$ cat src/hw/rtl/hpfc_pkg.sv
`timescale 1ns / 1ps

package hpfc_pkg;

  // Longest frame counted; the byte counter saturates here
  localparam int MAX_FRAME_BYTES = 16384;
  localparam int POS_W           = $clog2(MAX_FRAME_BYTES + 1);
  // Header offsets reach at most 14 + 60 + 60 + 8
  localparam int OFF_W           = 8;
  localparam int CMP_W           = (POS_W > OFF_W) ? POS_W : OFF_W;

  // Protocol constants
  localparam int          ETH_LEN        = 14;
  localparam int          IP_MIN_LEN     = 20;
  localparam int          TCP_MIN_LEN    = 20;
  localparam int          TCP_DOFF_BYTE  = 12;
  localparam int          SIG_BYTES      = 4;
  localparam int          SIG_REACH      = 8;
  localparam int          MIN_HDR_WORDS  = 5;
  localparam logic [15:0] ETHERTYPE_IPV4 = 16'h0800;
  localparam logic [7:0]  PROTO_TCP      = 8'd6;
  localparam logic [31:0] HTTP_WORD      = 32'h4854_5450;

  // Fixed byte positions within the frame
  localparam int POS_ETYPE_HI = 12;
  localparam int POS_ETYPE_LO = 13;
  localparam int POS_IHL      = 14;
  localparam int POS_TLEN_HI  = 16;
  localparam int POS_TLEN_LO  = 17;
  localparam int POS_PROTO    = 23;

  // Configuration space
  localparam int          CFG_ADDR_W        = 2;
  localparam int          CFG_DATA_W        = 32;
  localparam logic [CFG_ADDR_W-1:0] REG_MIN_PAYLOAD = '0;
  localparam logic [15:0] MIN_PAYLOAD_RESET = 16'd7;

  typedef enum logic [2:0] {
    VERDICT_HTTP      = 3'd0,
    VERDICT_NOT_IPV4  = 3'd1,
    VERDICT_NOT_TCP   = 3'd2,
    VERDICT_TRUNCATED = 3'd3,
    VERDICT_BAD_HLEN  = 3'd4,
    VERDICT_SHORT     = 3'd5,
    VERDICT_NO_SIG    = 3'd6
  } verdict_t;

  typedef struct packed {
    logic [7:0] frame_byte;
    logic       frame_end;
  } in_item_t;

  typedef struct packed {
    logic       is_http;
    logic [2:0] verdict;
  } out_item_t;

endpackage

$ cat src/hw/rtl/http_payload_frame_classifier_unit.sv
`timescale 1ns / 1ps

// HTTP payload frame classifier.
// Input channel (in_valid / in_stall / in_data): one Ethernet frame byte per
// item, in wire order, frame_end set on the last byte of each frame.
// Output channel (out_valid / out_stall / out_data): one verdict item per
// frame, given for the byte that carries frame_end; no result otherwise.
// Bytes pass an input register and then update the header capture state;
// the verdict of a frame enters the output register as its last byte leaves
// the input register. One byte is taken every cycle while no last byte is held back.
// A stalled output only holds back a last byte that would need the output
// register; ordinary frame bytes keep flowing into the capture state.
// APB port: min_payload_len at byte address 0, written at the access phase,
// readable at any time; pready is tied high.
// Reset (synchronous, rst_n low) empties both registers, clears the capture
// state and sets min_payload_len to 7. Frames longer than the counter limit
// count as that length and later bytes are not inspected.
module http_payload_frame_classifier_unit (
  input  logic                                 clk,
  input  logic                                 rst_n,
  input  logic                                 in_valid,
  output logic                                 in_stall,
  input  hpfc_pkg::in_item_t                   in_data,
  output logic                                 out_valid,
  input  logic                                 out_stall,
  output hpfc_pkg::out_item_t                  out_data,
  input  logic                                 psel,
  input  logic                                 penable,
  input  logic                                 pwrite,
  input  logic [hpfc_pkg::CFG_ADDR_W-1:0]      paddr,
  input  logic [hpfc_pkg::CFG_DATA_W-1:0]      pwdata,
  output logic [hpfc_pkg::CFG_DATA_W-1:0]      prdata,
  output logic                                 pready
);

  localparam int POS_W = hpfc_pkg::POS_W;
  localparam int OFF_W = hpfc_pkg::OFF_W;
  localparam int CMP_W = hpfc_pkg::CMP_W;

  // Configuration register
  logic [15:0] min_len_r;

  // Input register
  logic       s1_vld_r;
  logic [7:0] s1_byte_r;
  logic       s1_end_r;

  // Capture state
  logic [POS_W-1:0] pos_r,   pos_nxt;
  logic [15:0]      etype_r, etype_nxt;
  logic [3:0]       ihl_r,   ihl_nxt;
  logic [7:0]       proto_r, proto_nxt;
  logic [15:0]      tlen_r,  tlen_nxt;
  logic [3:0]       doff_r,  doff_nxt;
  logic [OFF_W-1:0] ps_r,    ps_nxt;
  logic [31:0]      sig_r,   sig_nxt;

  // Output register
  logic                out_vld_r;
  hpfc_pkg::out_item_t out_item_r;

  // Captured values including the current byte
  logic [POS_W-1:0] cap_pos;
  logic [15:0]      cap_etype;
  logic [3:0]       cap_ihl;
  logic [7:0]       cap_proto;
  logic [15:0]      cap_tlen;
  logic [3:0]       cap_doff;
  logic [OFF_W-1:0] cap_ps;
  logic [31:0]      cap_sig;

  logic             s1_go;
  logic             in_acc;
  logic             pos_live;
  logic [CMP_W-1:0] pos_c;
  logic [OFF_W-1:0] cur_tcp_off;
  logic [OFF_W-1:0] new_ps;

  // Verdict terms
  logic [CMP_W-1:0]     len_c;
  logic [OFF_W-1:0]     ip_len, tcp_len, tcp_off, sig_end;
  logic [OFF_W:0]       hdr_sum;
  logic [16:0]          pay_len;
  hpfc_pkg::verdict_t   verdict;

  // ---------------------------------------------------------------------------
  // Handshake: only a last byte waits for the output register
  assign s1_go    = s1_vld_r && (!s1_end_r || !out_vld_r || !out_stall);
  assign in_stall = s1_vld_r && !s1_go;
  assign in_acc   = in_valid && !in_stall;

  // APB port
  assign pready = 1'b1;
  always_comb begin
    prdata = '0;
    if (paddr == hpfc_pkg::REG_MIN_PAYLOAD) begin
      prdata = hpfc_pkg::CFG_DATA_W'(min_len_r);
    end
  end

  always_ff @(posedge clk) begin
    if (!rst_n) begin
      min_len_r <= hpfc_pkg::MIN_PAYLOAD_RESET;
    end else if (psel && penable && pwrite && pready &&
                 paddr == hpfc_pkg::REG_MIN_PAYLOAD) begin
      min_len_r <= pwdata[15:0];
    end
  end

  // Input register
  always_ff @(posedge clk) begin
    if (!rst_n) begin
      s1_vld_r <= 1'b0;
    end else if (in_acc) begin
      s1_vld_r <= 1'b1;
    end else if (s1_go) begin
      s1_vld_r <= 1'b0;
    end
  end

  always_ff @(posedge clk) begin
    if (in_acc) begin
      s1_byte_r <= in_data.frame_byte;
      s1_end_r  <= in_data.frame_end;
    end
  end

  // ---------------------------------------------------------------------------
  // Header capture for the byte in the input register
  assign pos_live    = pos_r < POS_W'(hpfc_pkg::MAX_FRAME_BYTES);
  assign pos_c       = CMP_W'(pos_r);
  assign cur_tcp_off = OFF_W'(hpfc_pkg::ETH_LEN) + {2'b00, ihl_r, 2'b00};
  assign new_ps      = cur_tcp_off + {2'b00, s1_byte_r[7:4], 2'b00};

  always_comb begin
    cap_pos   = pos_r;
    cap_etype = etype_r;
    cap_ihl   = ihl_r;
    cap_proto = proto_r;
    cap_tlen  = tlen_r;
    cap_doff  = doff_r;
    cap_ps    = ps_r;
    cap_sig   = sig_r;
    if (pos_live) begin
      cap_pos = pos_r + POS_W'(1);
      if (pos_c == CMP_W'(hpfc_pkg::POS_ETYPE_HI)) cap_etype[15:8] = s1_byte_r;
      if (pos_c == CMP_W'(hpfc_pkg::POS_ETYPE_LO)) cap_etype[7:0]  = s1_byte_r;
      if (pos_c == CMP_W'(hpfc_pkg::POS_IHL))      cap_ihl         = s1_byte_r[3:0];
      if (pos_c == CMP_W'(hpfc_pkg::POS_TLEN_HI))  cap_tlen[15:8]  = s1_byte_r;
      if (pos_c == CMP_W'(hpfc_pkg::POS_TLEN_LO))  cap_tlen[7:0]   = s1_byte_r;
      if (pos_c == CMP_W'(hpfc_pkg::POS_PROTO))    cap_proto       = s1_byte_r;
      // TCP data offset byte, located behind the IP header
      if (pos_c > CMP_W'(hpfc_pkg::POS_IHL) &&
          ihl_r >= 4'(hpfc_pkg::MIN_HDR_WORDS) &&
          pos_c == CMP_W'(cur_tcp_off + OFF_W'(hpfc_pkg::TCP_DOFF_BYTE))) begin
        cap_doff = s1_byte_r[7:4];
        if (s1_byte_r[7:4] >= 4'(hpfc_pkg::MIN_HDR_WORDS)) begin
          cap_ps = new_ps;
        end
      end
      // First payload bytes, first byte ends up highest
      if (ps_r != '0 && pos_c >= CMP_W'(ps_r) &&
          pos_c < CMP_W'(ps_r) + CMP_W'(hpfc_pkg::SIG_BYTES)) begin
        cap_sig = {sig_r[23:0], s1_byte_r};
      end
    end
  end

  // State is cleared again after every frame end
  always_comb begin
    pos_nxt   = cap_pos;
    etype_nxt = cap_etype;
    ihl_nxt   = cap_ihl;
    proto_nxt = cap_proto;
    tlen_nxt  = cap_tlen;
    doff_nxt  = cap_doff;
    ps_nxt    = cap_ps;
    sig_nxt   = cap_sig;
    if (s1_end_r) begin
      pos_nxt   = '0;
      etype_nxt = '0;
      ihl_nxt   = '0;
      proto_nxt = '0;
      tlen_nxt  = '0;
      doff_nxt  = '0;
      ps_nxt    = '0;
      sig_nxt   = '0;
    end
  end

  always_ff @(posedge clk) begin
    if (!rst_n) begin
      pos_r   <= '0;
      etype_r <= '0;
      ihl_r   <= '0;
      proto_r <= '0;
      tlen_r  <= '0;
      doff_r  <= '0;
      ps_r    <= '0;
      sig_r   <= '0;
    end else if (s1_go) begin
      pos_r   <= pos_nxt;
      etype_r <= etype_nxt;
      ihl_r   <= ihl_nxt;
      proto_r <= proto_nxt;
      tlen_r  <= tlen_nxt;
      doff_r  <= doff_nxt;
      ps_r    <= ps_nxt;
      sig_r   <= sig_nxt;
    end
  end

  // ---------------------------------------------------------------------------
  // Verdict on the captured values; first failing check wins
  assign len_c   = CMP_W'(cap_pos);
  assign ip_len  = {2'b00, cap_ihl, 2'b00};
  assign tcp_len = {2'b00, cap_doff, 2'b00};
  assign tcp_off = OFF_W'(hpfc_pkg::ETH_LEN) + ip_len;
  assign sig_end = tcp_off + tcp_len + OFF_W'(hpfc_pkg::SIG_REACH);
  assign hdr_sum = {1'b0, ip_len} + {1'b0, tcp_len};
  assign pay_len = {1'b0, cap_tlen} - 17'(hdr_sum);

  always_comb begin
    verdict = hpfc_pkg::VERDICT_HTTP;
    priority if (len_c < CMP_W'(hpfc_pkg::ETH_LEN)) begin
      verdict = hpfc_pkg::VERDICT_TRUNCATED;
    end else if (cap_etype != hpfc_pkg::ETHERTYPE_IPV4) begin
      verdict = hpfc_pkg::VERDICT_NOT_IPV4;
    end else if (len_c < CMP_W'(hpfc_pkg::ETH_LEN + hpfc_pkg::IP_MIN_LEN)) begin
      verdict = hpfc_pkg::VERDICT_TRUNCATED;
    end else if (cap_proto != hpfc_pkg::PROTO_TCP) begin
      verdict = hpfc_pkg::VERDICT_NOT_TCP;
    end else if (cap_ihl < 4'(hpfc_pkg::MIN_HDR_WORDS)) begin
      verdict = hpfc_pkg::VERDICT_BAD_HLEN;
    end else if (len_c < CMP_W'(tcp_off) + CMP_W'(hpfc_pkg::TCP_MIN_LEN)) begin
      verdict = hpfc_pkg::VERDICT_TRUNCATED;
    end else if (cap_doff < 4'(hpfc_pkg::MIN_HDR_WORDS)) begin
      verdict = hpfc_pkg::VERDICT_BAD_HLEN;
    end else if (pay_len[16]) begin
      // Total length smaller than both headers
      verdict = hpfc_pkg::VERDICT_SHORT;
    end else if (pay_len[15:0] < min_len_r) begin
      verdict = hpfc_pkg::VERDICT_SHORT;
    end else if (len_c < CMP_W'(sig_end)) begin
      verdict = hpfc_pkg::VERDICT_TRUNCATED;
    end else if (cap_sig != hpfc_pkg::HTTP_WORD) begin
      verdict = hpfc_pkg::VERDICT_NO_SIG;
    end else begin
      verdict = hpfc_pkg::VERDICT_HTTP;
    end
  end

  // Output register
  always_ff @(posedge clk) begin
    if (!rst_n) begin
      out_vld_r <= 1'b0;
    end else if (s1_go && s1_end_r) begin
      out_vld_r <= 1'b1;
    end else if (!out_stall) begin
      out_vld_r <= 1'b0;
    end
  end

  always_ff @(posedge clk) begin
    if (s1_go && s1_end_r) begin
      out_item_r.is_http <= (verdict == hpfc_pkg::VERDICT_HTTP);
      out_item_r.verdict <= verdict;
    end
  end

  assign out_valid = out_vld_r;
  assign out_data  = out_item_r;

  // ---------------------------------------------------------------------------
  // Assertions
  a_stall_only_on_end: assert property (@(posedge clk) disable iff (!rst_n)
    in_stall |-> (s1_vld_r && s1_end_r && out_vld_r && out_stall))
    else $error("input stalled without a blocked last byte");

  a_flag_matches_verdict: assert property (@(posedge clk) disable iff (!rst_n)
    out_vld_r |-> (out_item_r.is_http ==
                   (out_item_r.verdict == hpfc_pkg::VERDICT_HTTP)))
    else $error("is_http disagrees with verdict");

  a_result_from_end: assert property (@(posedge clk) disable iff (!rst_n)
    (!out_vld_r ##1 out_vld_r) |-> $past(s1_go && s1_end_r))
    else $error("result appeared without a last byte");

  a_clear_after_end: assert property (@(posedge clk) disable iff (!rst_n)
    (s1_go && s1_end_r) |=> (pos_r == '0 && ps_r == '0 && sig_r == '0))
    else $error("capture state not cleared after frame end");

  a_pos_bounded: assert property (@(posedge clk) disable iff (!rst_n)
    pos_r <= POS_W'(hpfc_pkg::MAX_FRAME_BYTES))
    else $error("byte counter past its limit");

endmodule
$ cat config.mk
export PLATFORM = sky130hd
export DESIGN_NAME = http_payload_frame_classifier_unit
export DESIGN_NICKNAME = d
export VERILOG_FILES = /design/src/hw/rtl/hpfc_pkg.sv /design/src/hw/rtl/http_payload_frame_classifier_unit.sv
export SDC_FILE = /design/constraint.sdc
export NUM_CORES = 1
export LEC_CHECK = 0
export BUFFER_PORTS_ARGS = -buffer_cell sky130_fd_sc_hd__clkbuf_2
export CAP_MARGIN = 15
export CORE_MARGIN = 5
export CORE_UTILIZATION = 45
export DETAILED_ROUTE_END_ITERATION = 16
export GPL_TIMING_DRIVEN = 0
export PLACE_DENSITY_LB_ADDON = 0.15
export SYNTH_ARGS = -nofsm -noshare
export SYNTH_HDL_FRONTEND = slang
export SYNTH_SLANG_ARGS = --single-unit
$ cat constraint.sdc
create_clock -name clk -period 8.3 [get_ports clk]
set_clock_uncertainty 0.15 [all_clocks]
set_input_delay 2.49 -clock clk [delete_from_list [all_inputs] [get_ports clk]]
set_output_delay 2.49 -clock clk [all_outputs]
set_load 0.05 [all_outputs]
==> results.yml <==
outcome:
  outcome: "completed"
cts:
  clk_latency_ps: 420
  hold_buffers: 0
  cts_tree: "built"
  clockRootBuffer: "clkbuf_16"
  cts_buffers: 17
  htree_num_levels: 4
  clock-sinks: 133
  clock_path_buffers: 2
  clk_pin_slew_ps: 60
critical_path:
  ff2ff_setup_slack_ps: 490
  cpMaxStageDelayCell: "or4_1"
  cp-endpoint: "out_data[3]"
  required_ps: 8340
  critical_path_class: "reg -> reg"
  reg2reg_from: "ihl_r[0]"
  cp-startpoint: "ihl_r[0]"
  cp_top_family: "compound AO/OA/AOI/OAI gates"
  cp_slowest_stage_delay_ps: 540
  crit_arrival_ps: 7850
  reg2reg_depth: 30
  crit_path_end_kind: "flip-flop"
  crit_fanout: 8
  worst-path-stages: 30
  r2r-end: "out_data[3]"
  crit_buf_inv: 4
  cpMostUsedCell: "ha_1"
  critPathLaunchType: "flip-flop"
layout:
  fill_cells: 1877
  layout_commonest_cell: "dfxtp_1"
  antenna-diode-count: 0
  drive_gt1_frac: 0.1154
  ff_latch_area_sq_um: 2793
  final_nets: 1238
  postLayoutCoreUtil: 0.5194
  multi_input_area_sq_um: 5455
  final_cell_mix: "dfxtp_1 (120), nor2b_1 (97), nand2_1 (76)"
  layout-area-overhead-vs-synth_pct: 14.61
  finish.instance_area_sq_um: 10010
detailed_routing:
  route.met3.wl_um: 1179
  drc: 0
  wl_um: 24350
  highest_layer: "met4"
  drt_iter0_markers: 635
  firstDrtPassIters: 5
  final_antenna_net_count: 0
  wire_per_inst_um: 17.49
  via_per_inst: 5.518
  vias: 7681
  dr_wl_met2_um: 11040
  met1Wirelength_um: 11470
yosys:
  synth-edff-count: 13
  netlist_area_sq_um: 8733
  synthArstFlopShare: 0
  ys_ff_latch: 133
  avgSynthCellArea_sq_um: 8.504
  ys.flop_type: "dfxtp_1"
  yosysWarningCount: 0
  syn_inst: 1027
  seq_area_frac_synth: 0.3198
  synth_cell_types: 79
power:
  combPwrFrac: 0.072
  power.switching_mw: 0.3760
  peakVddDrop_v: 0.0001683
  p_sw_frac: 0.2466
  p_per_area_nw_per_um2: 152.4
  p_int_mw: 1.149
  total_leakage_power_nw: 3.886
  power_frac_seq: 0.432
  pwr-share-clk: 0.496
global_routing:
  antenna_found_initial: 0
  grtUsageTotal: 0.2209
  gr-total-overflow: 0
  grt_max_degree: 17
  grt_pass1_vias: 7176
  grt_pass1_wl_um: 38820
job:
  drv_cap: 0
die:
  dieWidth_um: 149.3
  core_region_area_sq_um: 19270
  rows: 51
  die-height_um: 149.3
  start_util: 0.4532
  pin_count: 89
  die_area_sq_um: 22290
timing:
  rsz0062_at_grt: "false"
  relSlewSlack: 0.3541
  hold_violations: 0
  maxSlewViolCount: 0
  setup_viol: 0
  fin_crit_sh: 0.9405
  clock.fmax_mhz: 128.1
  fin_crit_ps: 7806
  fin_hold_ws_ps: 311.4
  totalNegativeSetupSlack_ps: 0
  tightest_slew_ps: 966.8
  setup_ws_ps: 493.5
place:
  placedInstanceArea_sq_um: 9382
  dpl.hpwl_um: 18430
  io_buffers: 52
  place_congestion: 0.9419
  dp_worst_setup_slack_ps: -17.43
hold_path:
  hold_path.class: "reg -> reg"
==> worst reg2reg max path: cells and delay by family, from the launching register on <==
family	cells	cell delay, ps
AOI/OAI and AO/OA	11	2600
xor gates and xnor gates	1	140
adders and majority gates	5	1410
buffers and inverters	4	510
DFF	1	460
muxes	2	380
and+or+nand+nor	7	1950
==> through the flow <==
step,instances,total power [mW]
6_report,1392,1.525
5_1_grt,1392,1.573
4_1_cts,1392,1.535
3_5_place_dp,1359,0.7809
3_3_place_gp,1359,0.7812
2_1_floorplan,1042,0.7444
==> flip-flops by register name (all words and copies together), names as in the netlist <==
name	flops
sig_r	32
etype_r	16
min_len_r	16
tlen_r	16
pos_c	15
proto_r	8
s1_byte_r	8
ps_r	7
doff_r	4
ihl_r	4
out_data	4
out_valid	1
s1_end_r	1
s1_vld_r	1
==> layout make-up <==
cell class	instances	share of cell area
tap	265	0.03312
timing repair buffer	54	0.02750
multi-input combinational	780	0.5450
inverter	57	0.02137
clock buffer	22	0.05062
sequential	133	0.2790
buffer	72	0.03462
clock inverter	9	0.008750
==> worst min path at each step <==
stage                   from             to  slack, ps  cells after the start
5_1_grt         min_len_r[6]   min_len_r[6]        340                      2
2_1_floorplan  min_len_r[10]  min_len_r[10]        290                      2
3_5_place_dp    min_len_r[4]   min_len_r[4]        310                      2
4_1_cts         min_len_r[4]   min_len_r[4]        320                      2
3_3_place_gp    min_len_r[6]   min_len_r[6]        300                      2
6_report        min_len_r[4]   min_len_r[4]        310                      2
==> repair_timing <==
action / in CTS / in global routing
pin swaps: 1 / 0
cloned: 0 / 0
gates resized for setup: 0 / 3
buffers inserted: 2 / 0
setup endpoints to repair: 1 / 1
==> synth_stat cells, drive strengths merged (8+ instances only) <==
library cell	number	area, sq um
ha	70	875.8
buf	25	168.9
clkbuf	47	177.7
nor4b	9	93.84
dfxtp	120	2402
edfxtp	13	390.4
or4	11	86.33
or3	8	50.05
mux2	8	90.09
a21o	14	105.1
o21ai	33	165.2
a22oi	75	563.0
nand2	77	291.5
nand4	16	100.1
and2	21	131.4
mux2i	18	187.7
xor2	16	140.1
nand3	21	110.1
a21oi	32	160.2
nor4	18	131.4
nor3	38	190.2
a21boi	22	165.2
inv	56	210.2
nor2b	97	606.8
xnor2	23	201.4
nor2	49	183.9
o21a	9	67.56
==> per-layer routing <==
layer	GRT usage	vias to the layer above
li1	-	3826
met1	0.3071	3584
met2	0.3517	230
met3	0.03191	41
met4	0.07689	0
met5	0	-
==> power groups by stage <==
stage	sequential, mW	clock (mW)	combinational, mW
floorplan	0.671	0	0.0734
global placement	0.673	0	0.108
detailed placement	0.673	0	0.108
CTS	0.659	0.768	0.108
global route	0.660	0.798	0.116
finish	0.660	0.756	0.109
==> cells by family after synthesis <==
family | Yosys count | share of synthesized area
simple gates | 394 | 0.2520
compound gates | 231 | 0.1851
flops | 133 | 0.3198
buf+inv | 129 | 0.06418
fa+ha+maj | 73 | 0.1072
xor+xnor | 39 | 0.03911
mux | 26 | 0.03181
other cells | 2 | 0.0008599
No activity file was read; power rests on OpenSTA's default activity.
